==> config.mk <==
export PLATFORM = sky130hd
export DESIGN_NAME = wall_follow_steering_controller_flat
export DESIGN_NICKNAME = d
export VERILOG_FILES = /design/src/design/wfsc_pkg.sv /design/src/design/wfsc_if.sv /design/src/design/wfsc_cfg.sv /design/src/design/wfsc_decide.sv /design/src/design/wall_follow_steering_controller.sv /design/src/flat_wrapper.sv
export SDC_FILE = /design/constraint.sdc
export NUM_CORES = 1
export LEC_CHECK = 0
export ABC_CLOCK_PERIOD_IN_PS = 2900
export BUFFER_PORTS_ARGS = -buffer_cell sky130_fd_sc_hd__buf_2
export CAP_MARGIN = 5
export CORE_ASPECT_RATIO = 1.1
export CORE_MARGIN = 2
export CORE_UTILIZATION = 50
export DETAILED_ROUTE_END_ITERATION = 6
export PLACE_DENSITY_LB_ADDON = 0.3
export SLEW_MARGIN = 20
export SYNTH_ARGS = -nofsm -noshare
export SYNTH_HDL_FRONTEND = slang
export SYNTH_SLANG_ARGS = --single-unit
export TNS_END_PERCENT = 50
==> constraint.sdc <==
create_clock -name clk -period 2.9 [get_ports clk]
set_input_delay 0.145 -clock clk [delete_from_list [all_inputs] [get_ports clk]]
set_output_delay 0.145 -clock clk [all_outputs]
set_load 0.02 [all_outputs]
==> src/design/wfsc_pkg.sv <==
// Package for the wall-following steering controller.
// Holds the command and mode codes, the request, result and state types
// and the register reset values. Depends on nothing.
`default_nettype none

package wfsc_pkg;

  typedef enum logic [2:0] {
    CMD_NONE  = 3'd0,
    CMD_UP    = 3'd1,
    CMD_DOWN  = 3'd2,
    CMD_LEFT  = 3'd3,
    CMD_RIGHT = 3'd4
  } cmd_t;

  typedef enum logic [1:0] {
    MODE_STOP = 2'd0,
    MODE_MOVE = 2'd1,
    MODE_TURN = 2'd2
  } mode_t;

  // Configuration register indexes.
  typedef enum logic [1:0] {
    REG_INSTANT_MODE  = 2'd0,
    REG_CRUISE_LIMIT  = 2'd1,
    REG_INSTANT_SPEED = 2'd2,
    REG_UNUSED        = 2'd3
  } reg_idx_t;

  localparam int unsigned HeadingW = 9;
  localparam int unsigned TargetW  = 10;
  localparam int unsigned SpeedW   = 8;
  localparam int unsigned ScoreW   = 3;
  localparam int unsigned OvrW     = 7;
  localparam int unsigned CfgDataW = 7;

  localparam logic [TargetW-1:0] TurnStep    = 10'd90;
  localparam logic [TargetW-1:0] FullCircle  = 10'd360;
  localparam logic [TargetW-1:0] HalfCircle  = 10'd180;
  localparam logic [TargetW-1:0] TargetNone  = 10'h3FF;

  localparam logic [OvrW-1:0] CruiseLimitReset  = 7'd4;
  localparam logic [OvrW-1:0] InstantSpeedReset = 7'd21;

  typedef struct packed {
    logic                instant_mode;
    logic [OvrW-1:0]     cruise_speed_limit;
    logic [OvrW-1:0]     instant_speed_value;
  } cfg_t;

  typedef struct packed {
    logic [HeadingW-1:0] heading_deg;
    logic [SpeedW-1:0]   current_speed;
    logic [ScoreW-1:0]   front_left_score;
    logic [ScoreW-1:0]   right_rear_score;
  } item_t;

  typedef struct packed {
    cmd_t                drive_command;
    logic                speed_override_valid;
    logic [OvrW-1:0]     speed_override;
  } result_t;

  typedef struct packed {
    logic                start_pending;
    mode_t               motion_mode;
    logic [TargetW-1:0]  target_heading;
    logic                arrived_flag;
    logic                right_opening_seen;
    logic                right_turn_done;
    cmd_t                held_command;
  } state_t;

  localparam state_t StateReset = '{
    start_pending:      1'b1,
    motion_mode:        MODE_STOP,
    target_heading:     TargetNone,
    arrived_flag:       1'b0,
    right_opening_seen: 1'b0,
    right_turn_done:    1'b1,
    held_command:       CMD_NONE
  };

endpackage

`default_nettype wire

==> src/design/wfsc_if.sv <==
// Handshake channels of the wall-following steering controller.
// One interface for the request channel and one for the result channel;
// depends on nothing.
`default_nettype none

interface wfsc_in_if;
  logic       valid;
  logic       ready;
  logic [8:0] heading_deg;
  logic [7:0] current_speed;
  logic [2:0] front_left_score;
  logic [2:0] right_rear_score;

  modport source (output valid, output heading_deg, output current_speed,
                  output front_left_score, output right_rear_score, input ready);
  modport sink   (input valid, input heading_deg, input current_speed,
                  input front_left_score, input right_rear_score, output ready);
endinterface

interface wfsc_out_if;
  logic       valid;
  logic       ready;
  logic [2:0] drive_command;
  logic       speed_override_valid;
  logic [6:0] speed_override;

  modport source (output valid, output drive_command, output speed_override_valid,
                  output speed_override, input ready);
  modport sink   (input valid, input drive_command, input speed_override_valid,
                  input speed_override, output ready);
endinterface

`default_nettype wire

==> src/design/wfsc_cfg.sv <==
// Configuration register bank of the steering controller.
// Uses wfsc_pkg for the register indexes and reset values.
`default_nettype none

module wfsc_cfg
  import wfsc_pkg::*;
(
  input  wire logic                clk,
  input  wire logic                rst_n,
  input  wire logic                cfg_we,
  input  wire logic [1:0]          cfg_index,
  input  wire logic [CfgDataW-1:0] cfg_wdata,
  output cfg_t                     cfg
);

  cfg_t cfg_r;

  always_ff @(posedge clk) begin
    if (!rst_n) begin
      cfg_r.instant_mode        <= 1'b0;
      cfg_r.cruise_speed_limit  <= CruiseLimitReset;
      cfg_r.instant_speed_value <= InstantSpeedReset;
    end else if (cfg_we) begin
      unique case (reg_idx_t'(cfg_index))
        REG_INSTANT_MODE:  cfg_r.instant_mode        <= cfg_wdata[0];
        REG_CRUISE_LIMIT:  cfg_r.cruise_speed_limit  <= cfg_wdata;
        REG_INSTANT_SPEED: cfg_r.instant_speed_value <= cfg_wdata;
        REG_UNUSED:        ;
        default:           ;
      endcase
    end
  end

  assign cfg = cfg_r;

endmodule

`default_nettype wire

==> src/design/wfsc_decide.sv <==
// Decision logic of the steering controller: one tick's rules applied in order.
// Purely combinational; uses wfsc_pkg for codes, types and constants.
`default_nettype none

module wfsc_decide
  import wfsc_pkg::*;
(
  input  wire cfg_t   cfg,
  input  wire item_t  item,
  input  wire state_t state,
  output state_t      state_nxt,
  output result_t     result
);

  function automatic logic [TargetW-1:0] heading_plus(input logic [HeadingW-1:0] h);
    logic [TargetW-1:0] t;
    t = {1'b0, h} + TurnStep;
    if (t >= FullCircle) begin
      t = t - FullCircle;
    end
    return t;
  endfunction

  function automatic logic [TargetW-1:0] heading_minus(input logic [HeadingW-1:0] h);
    logic [TargetW-1:0] t;
    if ({1'b0, h} < TurnStep) begin
      t = {1'b0, h} + FullCircle - TurnStep;
    end else begin
      t = {1'b0, h} - TurnStep;
    end
    return t;
  endfunction

  always_comb begin
    state_t             s;
    cmd_t               dir;
    logic               ovr_valid;
    logic [OvrW-1:0]    ovr;
    logic signed [TargetW-1:0] hd;
    logic signed [TargetW-1:0] tgt;
    logic               fl_seen;
    logic               rr_seen;
    logic               fast;

    s         = state;
    ovr_valid = 1'b0;
    ovr       = '0;
    fl_seen   = (item.front_left_score != '0);
    rr_seen   = (item.right_rear_score != '0);
    fast      = $signed({item.current_speed[SpeedW-1], item.current_speed})
                >= $signed({2'b00, cfg.cruise_speed_limit});

    // In cruise mode a held accelerate or brake persists until the speed limit is reached.
    dir = CMD_NONE;
    if (!cfg.instant_mode && (s.held_command == CMD_UP || s.held_command == CMD_DOWN)
        && !fast) begin
      dir = s.held_command;
    end

    hd = $signed({1'b0, item.heading_deg});

    tgt = $signed(s.target_heading);
    if (hd == tgt && !s.arrived_flag) begin
      s.start_pending      = 1'b0;
      s.motion_mode        = MODE_STOP;
      s.arrived_flag       = 1'b1;
      s.right_opening_seen = 1'b0;
    end

    if (s.motion_mode == MODE_TURN && !s.arrived_flag) begin
      if (s.target_heading == '0) begin
        dir = (hd > $signed(HalfCircle)) ? CMD_RIGHT : CMD_LEFT;
      end else if (hd < tgt) begin
        dir = CMD_RIGHT;
      end else if (hd > tgt) begin
        dir = CMD_LEFT;
      end
    end

    if (s.start_pending) begin
      if (!fl_seen && !rr_seen) begin
        s.target_heading = heading_plus(item.heading_deg);
        s.motion_mode    = MODE_TURN;
        s.arrived_flag   = 1'b0;
        s.start_pending  = 1'b0;
      end
    end else begin
      if (s.motion_mode == MODE_STOP) begin
        if (!fl_seen && !rr_seen) begin
          if (s.right_opening_seen && !s.right_turn_done) begin
            s.target_heading  = heading_plus(item.heading_deg);
            s.motion_mode     = MODE_TURN;
            s.arrived_flag    = 1'b0;
            s.right_turn_done = 1'b1;
          end else begin
            if (cfg.instant_mode) begin
              ovr_valid = 1'b1;
              ovr       = cfg.instant_speed_value;
            end else begin
              dir = CMD_UP;
            end
            s.motion_mode = MODE_MOVE;
          end
        end else if (fl_seen) begin
          dir              = CMD_LEFT;
          s.target_heading = heading_minus(item.heading_deg);
          s.motion_mode    = MODE_TURN;
          s.arrived_flag   = 1'b0;
        end else begin
          if (cfg.instant_mode) begin
            ovr_valid = 1'b1;
            ovr       = cfg.instant_speed_value;
          end
          dir           = CMD_UP;
          s.motion_mode = MODE_MOVE;
        end
      end
      // The moving check runs in the same tick, so a start just made may stop at once.
      if (s.motion_mode == MODE_MOVE) begin
        if (!rr_seen && !s.right_turn_done) begin
          if (cfg.instant_mode) begin
            ovr_valid = 1'b1;
            ovr       = '0;
          end else begin
            dir = CMD_DOWN;
          end
          s.motion_mode        = MODE_STOP;
          s.right_opening_seen = 1'b1;
        end else if (fl_seen) begin
          if (cfg.instant_mode) begin
            ovr_valid = 1'b1;
            ovr       = '0;
          end else begin
            dir = CMD_DOWN;
          end
          s.motion_mode = MODE_STOP;
        end else if (rr_seen) begin
          s.right_turn_done = 1'b0;
        end
      end
    end

    s.held_command = dir;

    state_nxt                   = s;
    result.drive_command        = dir;
    result.speed_override_valid = ovr_valid;
    result.speed_override       = ovr;
  end

endmodule

`default_nettype wire

==> src/design/wall_follow_steering_controller.sv <==
// Wall-following steering controller, top level.
// An accepted request is stored in the request register, then decided into the result register.
// Throughput: one request per cycle while the sink takes results, set by the single
// decision stage between the request register and the result register.
// Reset (rst_n, synchronous, active low) clears both stages, restores the
// steering state and loads the configuration reset values; no clearing pass.
`default_nettype none

module wall_follow_steering_controller
  import wfsc_pkg::*;
(
  input  wire logic                clk,
  input  wire logic                rst_n,
  wfsc_in_if.sink                  in_req,
  wfsc_out_if.source               out_res,
  input  wire logic                cfg_we,
  input  wire logic [1:0]          cfg_index,
  input  wire logic [CfgDataW-1:0] cfg_wdata
);

  cfg_t    cfg;
  item_t   item_r;
  logic    req_valid_r;
  state_t  state_r;
  state_t  state_nxt;
  result_t result_nxt;
  result_t result_r;
  logic    out_valid_r;
  logic    req_advance;
  logic    in_accept;

  wfsc_cfg u_cfg (
    .clk       (clk),
    .rst_n     (rst_n),
    .cfg_we    (cfg_we),
    .cfg_index (cfg_index),
    .cfg_wdata (cfg_wdata),
    .cfg       (cfg)
  );

  // The registered request is decided and moved into the result register
  // whenever that register is empty or being emptied this cycle. The steering
  // state advances at the same edge, so the next request sees it at once.
  assign req_advance  = req_valid_r && (!out_valid_r || out_res.ready);

  // A new request may enter while the stored one is leaving, which keeps a
  // steady stream at one request per cycle while the sink takes each waiting result.
  assign in_req.ready = !req_valid_r || req_advance;
  assign in_accept    = in_req.valid && in_req.ready;

  always_ff @(posedge clk) begin
    if (!rst_n) begin
      req_valid_r <= 1'b0;
    end else if (in_req.ready) begin
      req_valid_r <= in_req.valid;
    end
  end

  // The payload needs no reset; it is only used when its valid bit is set.
  always_ff @(posedge clk) begin
    if (in_accept) begin
      item_r.heading_deg      <= in_req.heading_deg;
      item_r.current_speed    <= in_req.current_speed;
      item_r.front_left_score <= in_req.front_left_score;
      item_r.right_rear_score <= in_req.right_rear_score;
    end
  end

  wfsc_decide u_decide (
    .cfg       (cfg),
    .item      (item_r),
    .state     (state_r),
    .state_nxt (state_nxt),
    .result    (result_nxt)
  );

  always_ff @(posedge clk) begin
    if (!rst_n) begin
      state_r <= StateReset;
    end else if (req_advance) begin
      state_r <= state_nxt;
    end
  end

  // Result register: holds a finished result until the sink takes it.
  always_ff @(posedge clk) begin
    if (!rst_n) begin
      out_valid_r <= 1'b0;
    end else if (req_advance) begin
      out_valid_r <= 1'b1;
    end else if (out_res.ready) begin
      out_valid_r <= 1'b0;
    end
  end

  always_ff @(posedge clk) begin
    if (req_advance) begin
      result_r <= result_nxt;
    end
  end

  assign out_res.valid                = out_valid_r;
  assign out_res.drive_command        = result_r.drive_command;
  assign out_res.speed_override_valid = result_r.speed_override_valid;
  assign out_res.speed_override       = result_r.speed_override;

  // Every turn clears the arrival flag and arrival always stops the robot,
  // so the two can never be seen together.
  a_no_turn_when_arrived : assert property (@(posedge clk) disable iff (!rst_n)
    !(state_r.arrived_flag && state_r.motion_mode == MODE_TURN))
    else $error("arrival flag set while turning");

  // The target is either unset or a heading reduced once around the circle.
  a_target_range : assert property (@(posedge clk) disable iff (!rst_n)
    state_r.target_heading == TargetNone || state_r.target_heading < 10'd422)
    else $error("target heading out of range");

  // A decided request always lands in the result register.
  a_advance_fills_out : assert property (@(posedge clk) disable iff (!rst_n)
    req_advance |=> out_valid_r)
    else $error("decided request lost");

  // Without an override the override speed field reads as zero.
  a_override_zero : assert property (@(posedge clk) disable iff (!rst_n)
    (out_valid_r && !result_r.speed_override_valid) |-> result_r.speed_override == '0)
    else $error("override speed set without its valid bit");

  // The steering state only moves when a request is decided.
  a_state_hold : assert property (@(posedge clk) disable iff (!rst_n)
    $past(rst_n) && !$past(req_advance) |-> $stable(state_r))
    else $error("steering state changed without a request");

endmodule

`default_nettype wire
==> src/flat_wrapper.sv <==
// flat-port wrapper written by rule: the top's interface ports become plain ports
module wall_follow_steering_controller_flat import wfsc_pkg::*;
  (clk, rst_n, cfg_we, cfg_index, cfg_wdata, in_req_valid, in_req_heading_deg, in_req_current_speed, in_req_front_left_score, in_req_right_rear_score, in_req_ready, out_res_valid, out_res_drive_command, out_res_speed_override_valid, out_res_speed_override, out_res_ready);
  wfsc_in_if in_req_i ();
  wfsc_out_if out_res_i ();
  input  wire logic clk;
  input  wire logic rst_n;
  input  wire logic cfg_we;
  input  wire logic [1:0] cfg_index;
  input  wire logic [CfgDataW-1:0] cfg_wdata;
  input wire logic [$bits(in_req_i.valid)-1:0] in_req_valid;
  input wire logic [$bits(in_req_i.heading_deg)-1:0] in_req_heading_deg;
  input wire logic [$bits(in_req_i.current_speed)-1:0] in_req_current_speed;
  input wire logic [$bits(in_req_i.front_left_score)-1:0] in_req_front_left_score;
  input wire logic [$bits(in_req_i.right_rear_score)-1:0] in_req_right_rear_score;
  output wire logic [$bits(in_req_i.ready)-1:0] in_req_ready;
  output wire logic [$bits(out_res_i.valid)-1:0] out_res_valid;
  output wire logic [$bits(out_res_i.drive_command)-1:0] out_res_drive_command;
  output wire logic [$bits(out_res_i.speed_override_valid)-1:0] out_res_speed_override_valid;
  output wire logic [$bits(out_res_i.speed_override)-1:0] out_res_speed_override;
  input wire logic [$bits(out_res_i.ready)-1:0] out_res_ready;
  assign in_req_i.valid = in_req_valid;
  assign in_req_i.heading_deg = in_req_heading_deg;
  assign in_req_i.current_speed = in_req_current_speed;
  assign in_req_i.front_left_score = in_req_front_left_score;
  assign in_req_i.right_rear_score = in_req_right_rear_score;
  assign in_req_ready = in_req_i.ready;
  assign out_res_valid = out_res_i.valid;
  assign out_res_drive_command = out_res_i.drive_command;
  assign out_res_speed_override_valid = out_res_i.speed_override_valid;
  assign out_res_speed_override = out_res_i.speed_override;
  assign out_res_i.ready = out_res_ready;
  wall_follow_steering_controller u_core (.clk(clk), .rst_n(rst_n), .in_req(in_req_i), .out_res(out_res_i), .cfg_we(cfg_we), .cfg_index(cfg_index), .cfg_wdata(cfg_wdata));
endmodule
Yosys cells after proc, flatten, opt, wreduce, memory -nomap -nowiden
Cells that the tools add are included.
{ "op_classes": {"bitwise": 1, "addsub": 5, "order_cmp": 6, "eq_ne": 9, "div_mod_pow": 0, "mul": 0, "shift": 0, "n_reduce_logical": 35, "n_mux": 63} }
{ "ops": {"columns": ["op", "n"], "rows": [
  ["two-way mux 7 bit", 9],
  ["two-way mux 13 bit", 4],
  ["two-way mux 3 bit", 16],
  ["two-way mux 11 bit", 2],
  ["two-way mux 1 bit", 20],
  ["two-way mux 10 bit", 2],
  ["two-way mux 2 bit", 9],
  ["two-way mux 14 bit", 1],
  ["adder 9 x 7 -> 10 bit, second input constant", 1],
  ["adder 9 x 9 -> 10 bit, second input constant", 1],
  ["equality test 10 bit", 1],
  ["greater-or-equal comparator 10 x 9 -> 1 bit, second input constant", 1],
  ["> comparator 10 bit", 1],
  ["logical NOT 1 bit", 10],
  ["logical NOT 10 bit", 1],
  ["< comparator 10 bit", 1],
  ["subtractor 10 x 7 -> 10 bit, second input constant", 1],
  ["subtractor 10 x 9 -> 10 bit, second input constant", 1],
  ["subtractor 9 x 7 -> 10 bit, second input constant", 1],
  ["> comparator 9 x 8 -> 1 bit, second input constant", 1],
  ["logical AND 1 bit", 9],
  ["< comparator 9 x 7 -> 1 bit, second input constant", 1],
  ["greater-or-equal comparator 8 bit", 1],
  ["AND reduction 2 bit", 4],
  ["12 further kinds", 20]
]} }
{ "totals": {"in_bits": 37, "latchBits": 0, "mem_bits_ro": 0, "out_inout_bits": 13, "mem_count": 0, "reg_bits": 70, "ramBits": 0, "word_cells": 138} }

Longest topological paths before layout
{ "depth": {"depth_word": 18, "mapped_depth": 10, "depth_no_buf": 9} }

Modules after synthesis
From an unflattened synthesis, not the netlist that was laid out.
{ "unflattened": {"hier_cells": 496, "hier_area_um2": 4556.9} }
{ "by_module_without_submodules": {"columns": ["mod", "area_per_inst_um2", "seq_area_each_um2", "n_inst", "cells_each"], "rows": [
  ["wfsc_decide", 2040.7, 0.0, 1, 307],
  ["wall_follow_steering_controller", 1910.6, 1441.4, 1, 128],
  ["wfsc_cfg", 605.6, 300.3, 1, 61]
]} }

Worst setup path after synthesis
OpenSTA, ideal clock, no wires.
{ "synth_path": {"kind": "reg2reg", "start": "reg u_core.item_r[22] in the netlist's numbering", "end": "reg u_core.state_r[13] in the netlist's numbering", "t_arrival_ns": 2.359, "setup_slack_ns": 0.421, "period_less_slack_ns": 2.479, "path_stages_with_launch": 10, "setup_ns": 0.120, "path_cell_list": "edfxtp_1 ha_1 nand4b_4 or4_4 buf_6 a31oi_4 and3_1 buf_4 o211ai_1 o31a_1"} }
{ "synth_between": {"elab_chain_len": 8, "word_cells_on_any_way": 22} }
{ "synth_rtl": {"columns": ["item", "line", "rtl"], "rows": [
  ["start, declared", "wall_follow_steering_controller.sv:22", "item_t item_r;"],
  ["adder 9 x 7 -> 10 bit", "wfsc_decide.sv:17", "t = {1'b0, h} + TurnStep;"],
  ["greater-or-equal comparator 10 x 9 -> 1 bit", "wfsc_decide.sv:18", "if (t >= FullCircle) begin"],
  ["two-way mux 10 bit", "wfsc_decide.sv:18", null],
  ["two-way mux 11 bit", "wfsc_decide.sv:90", "if (s.right_opening_seen && !s.right_turn_done) begin"],
  ["two-way mux 13 bit", "wfsc_decide.sv:89", "if (!fl_seen && !rr_seen) begin"],
  ["two-way mux 13 bit", "wfsc_decide.sv:88", "if (s.motion_mode == MODE_STOP) begin"],
  ["two-way mux 13 bit (2 in series)", "wfsc_decide.sv:80", "if (s.start_pending) begin"],
  ["end signal, assigned", "wall_follow_steering_controller.sv:79", "state_r <= StateReset;"],
  ["end signal, assigned", "wall_follow_steering_controller.sv:81", "state_r <= state_nxt;"],
  ["end, declared", "wall_follow_steering_controller.sv:24", "state_t state_r;"]
]} }
Parallel ways exist; a longest one is shown, timed or not. The select of a mux whose other input is x is not followed.
A chain may end at the register's enable or synchronous reset.

Final worst setup path
{ "layout_path": {"start": "reg u_core.item_r[21] in the netlist's numbering", "end": "reg u_core.state_r[13] in the netlist's numbering"} }
{ "layout_between": {"elab_chain_len": 8, "word_cells_on_any_way": 26} }
{ "layout_rtl": {"columns": ["item", "line", "rtl"], "rows": [
  ["adder 9 x 9 -> 10 bit or adder 9 x 7 -> 10 bit (tied branches)", "wfsc_decide.sv:27, wfsc_decide.sv:17", null],
  ["subtractor 10 x 7 -> 10 bit (tied with other cells)", "wfsc_decide.sv:27", "t = {1'b0, h} + FullCircle - TurnStep;"],
  ["two-way mux 10 bit, on equally long branches", "wfsc_decide.sv:26, wfsc_decide.sv:18", null],
  ["two-way mux 11 bit, on equally long branches", "wfsc_decide.sv:104, wfsc_decide.sv:90", null],
  ["two-way mux 13 bit", "wfsc_decide.sv:89", null],
  ["two-way mux 13 bit", "wfsc_decide.sv:88", null],
  ["two-way mux 13 bit (2 in series)", "wfsc_decide.sv:80", null]
]} }
Parallel ways exist; a longest one is shown, timed or not. The select of a mux whose other input is x is not followed.

==> impl_metrics.ini <==
[critical_path]
path_max_fanout = 9
rr_startpoint = u_core.item_r[21]$_DFFE_PP_
cp_data_arrival_time_ns = 2.95
crit_required_ns = 3.14
startpoint_type = flip-flop
worstSetupStartpoint = u_core.item_r[21]$_DFFE_PP_
endpoint_kind = flip-flop
crit_type = reg -> reg

[timing]
min_period_ns = 2.705
setup_tns_ns = 0
finalWorstSetupSlack_ns = 0.1947
relSlewSlack_pct = 55.13
rsz0062_at_grt = no
slew_viol_final = 0
tightest_slew_ns = 0.6730
setup_viol = 0
skew_ns = 0.01212
timing.final.crit_share_pct = 93.28
fmax_mhz = 369.7
final_hold_viol_count = 0

[synth]
ys_top_cells_by_area = edfxtp_1 (26%), dfxtp_1 (18%), ha_1 (6.6%)
avgSynthCellArea_sq_um = 9.420
synth_area_sq_um = 3975
synth_largest_area_cell = edfxtp_1
ys_warn_count = 0
ys_ff_latch = 70
seq_area_frac_synth_pct = 43.81
yosysTopAreaCellShare_pct = 25.68
synthFlopType = dfxtp_1
async_flop_share_pct = 0
syn-num-nets = 480
yosysUniqueCellTypes = 63
syn-instance-count = 422
synth-edff-count = 34

[placement]
pre_cts_ws_ns = 0.2419
place_area_sq_um = 4370
dpl.hpwl_um = 6705
gp_congestion = 0.9594
port_buffers = 49

[cts]
cts_max_level = 3
cts_tree = done
clock_path_buffers = 2
cts_resized = 0
insertion_delay_ns = 0.34
cts.clk_slew.worst_paths_ns = 0.09
cts.sinks = 70
cts_root_buf = clkbuf_8
cts_made_buffers = 9

[power]
p_per_area_nw_per_um2 = 471.2
total_power_mw = 2.275
leakage_nw = 2.057
peakVddDrop_mv = 0.4043

[die]
core_sq_um = 7828
io_pins = 50
die-area_sq_um = 8680
chipHeight_um = 97.52
start_util_pct = 50.78
num_rows = 34
die_x_um = 89.02

[finish]
nFillCells = 696
syn_to_final_growth_pct = 21.47
final_cell_area_sq_um = 4828
nets = 556
multi_input_area_sq_um = 2006
drive_above_1_share_pct = 17.89
diodes = 0
seqCellArea_sq_um = 1742

[detailed_routing]
post-route-drc-count = 0
wl_per_cell_um = 14.99
wl_um = 9158
dr.pass1.iters = 5
num_vias = 3418
drt.antenna.violating_nets = 0
drt_iter0_markers = 199
viasPerCell = 5.594

[grt]
grt_pass1_vias = 3224
grt_pass1_wl_um = 14990
globalRouteOverflowTotal = 0
grt_start_max_net_pins = 45
grt_usage_pct = 22.04
antenna_found_initial = 0

[worst_hold_path]
min_path_type = in -> reg
min_from = cfg_wdata[2]

[run_status]
status = completed

[run]
max_cap_viol_count = 0
-- layout by cell type, fill, tap and decap left out, types with 6 or more instances in the layout --
cell type      instances
buf_2                 49
dfxtp_1               36
clkbuf_8               9
a21oi_1               18
nor3_1                14
edfxtp_1              34
mux2i_1               12
o21ai_0               22
dlygate4sd3_1         23
nand2_1               35
nor4_1                 6
nor2_1                25
nand3_1                7
or3_1                  6
o21a_1                 6
o211ai_1               8
nor2b_1               15
xnor2_1                9
buf_4                 15
ha_1                  21
a211oi_1               9
inv_1                 34
-- registers in the layout, summed over array words and instances, names as in the netlist --
signal	cells
u_core.item_r	23
u_core.state_r	19
u_core.u_cfg.cfg	15
u_core.out_res.speed_override	7
u_core.out_res.drive_command	3
u_core.out_res.speed_override_valid	1
u_core.out_res.valid	1
u_core.req_valid_r	1
-- critical path, stage by stage (launching register included) --
cell	delay, ns
edfxtp_1	0.50
ha_1	0.35
nand2_1	0.15
or4_4	0.63
a31oi_4	0.25
and3_1	0.32
o211ai_1	0.13
o31a_1	0.27
-- cell usage after synthesis (all sizes together), types with 8 or more instances --
| cell | number |
|---|---|
| a211oi | 9 |
| a21oi | 18 |
| clkbuf | 17 |
| dfxtp | 36 |
| edfxtp | 34 |
| ha | 21 |
| inv | 34 |
| mux2i | 12 |
| nand2 | 35 |
| nand3 | 8 |
| nor2 | 25 |
| nor2b | 15 |
| nor3 | 15 |
| o211ai | 8 |
| o21ai | 22 |
| xnor2 | 9 |
-- layer usage --
metal  routed length (um)  GRT usage [%]  vias up
met1                 4139          29.15     1595
met2                 4499          36.34      121
met5                    0              0        -
li1                     -              -     1697
met4                   59          5.970        0
met3                  459          4.503        5
-- final timing paths --
kind,cells past startpoint,slack [ns],endpoint
worst max register to register,7,0.19,u_core.state_r[13]$_SDFFE_PN1P_
worst min-delay path,3,0.06,u_core.u_cfg.cfg[9]$_SDFFE_PN1P_
worst min register to register,2,0.49,u_core.state_r[2]$_SDFFE_PN0P_
worst max-delay path,7,0.19,u_core.state_r[13]$_SDFFE_PN1P_
-- power by group --
| group | switching [mW] | total (mW) | internal, mW | leakage (nW) |
|---|---|---|---|---|
| sequential | 0.0182 | 1.09 | 1.07 | 0.623 |
| combinational | 0.160 | 0.288 | 0.128 | 1.32 |
| clock | 0.398 | 0.896 | 0.498 | 0.117 |
-- area by class of cell --
class,count,area share [%]
clock buffer,9,2.565
sequential,70,36.07
tap,108,2.799
timing repair buffer,87,12.18
clock inverter,7,2.125
inverter,35,2.721
multi-input combinational,295,41.54
-- per-stage QoR --
step                      utilization (%)  hold WS, ns  std cells
after floorplan                         -       0.2439        422
after global placement              55.83       0.3221        572
after detailed placement            55.83       0.3234        572
after CTS                           61.67      0.05127        611
after global routing                61.68      0.06522        611
final                               61.68      0.06092        611
-- repair_timing --
item                      CTS  global route
setup buffers               0             0
hold endpoints to repair   23             0
hold buffers               23             0
-- cells by family after synthesis --
| family | after synthesis | synth area share [%] |
|---|---|---|
| buffers and inverters | 57 | 5.760 |
| adders and majority gates | 21 | 6.610 |
| xor gates and xnor gates | 10 | 2.203 |
| AOI/OAI and AO/OA | 110 | 19.39 |
| DFF | 70 | 43.81 |
| and+or+nand+nor | 142 | 19.20 |
| muxes | 12 | 3.022 |
Power figures use the tool's default switching activity.
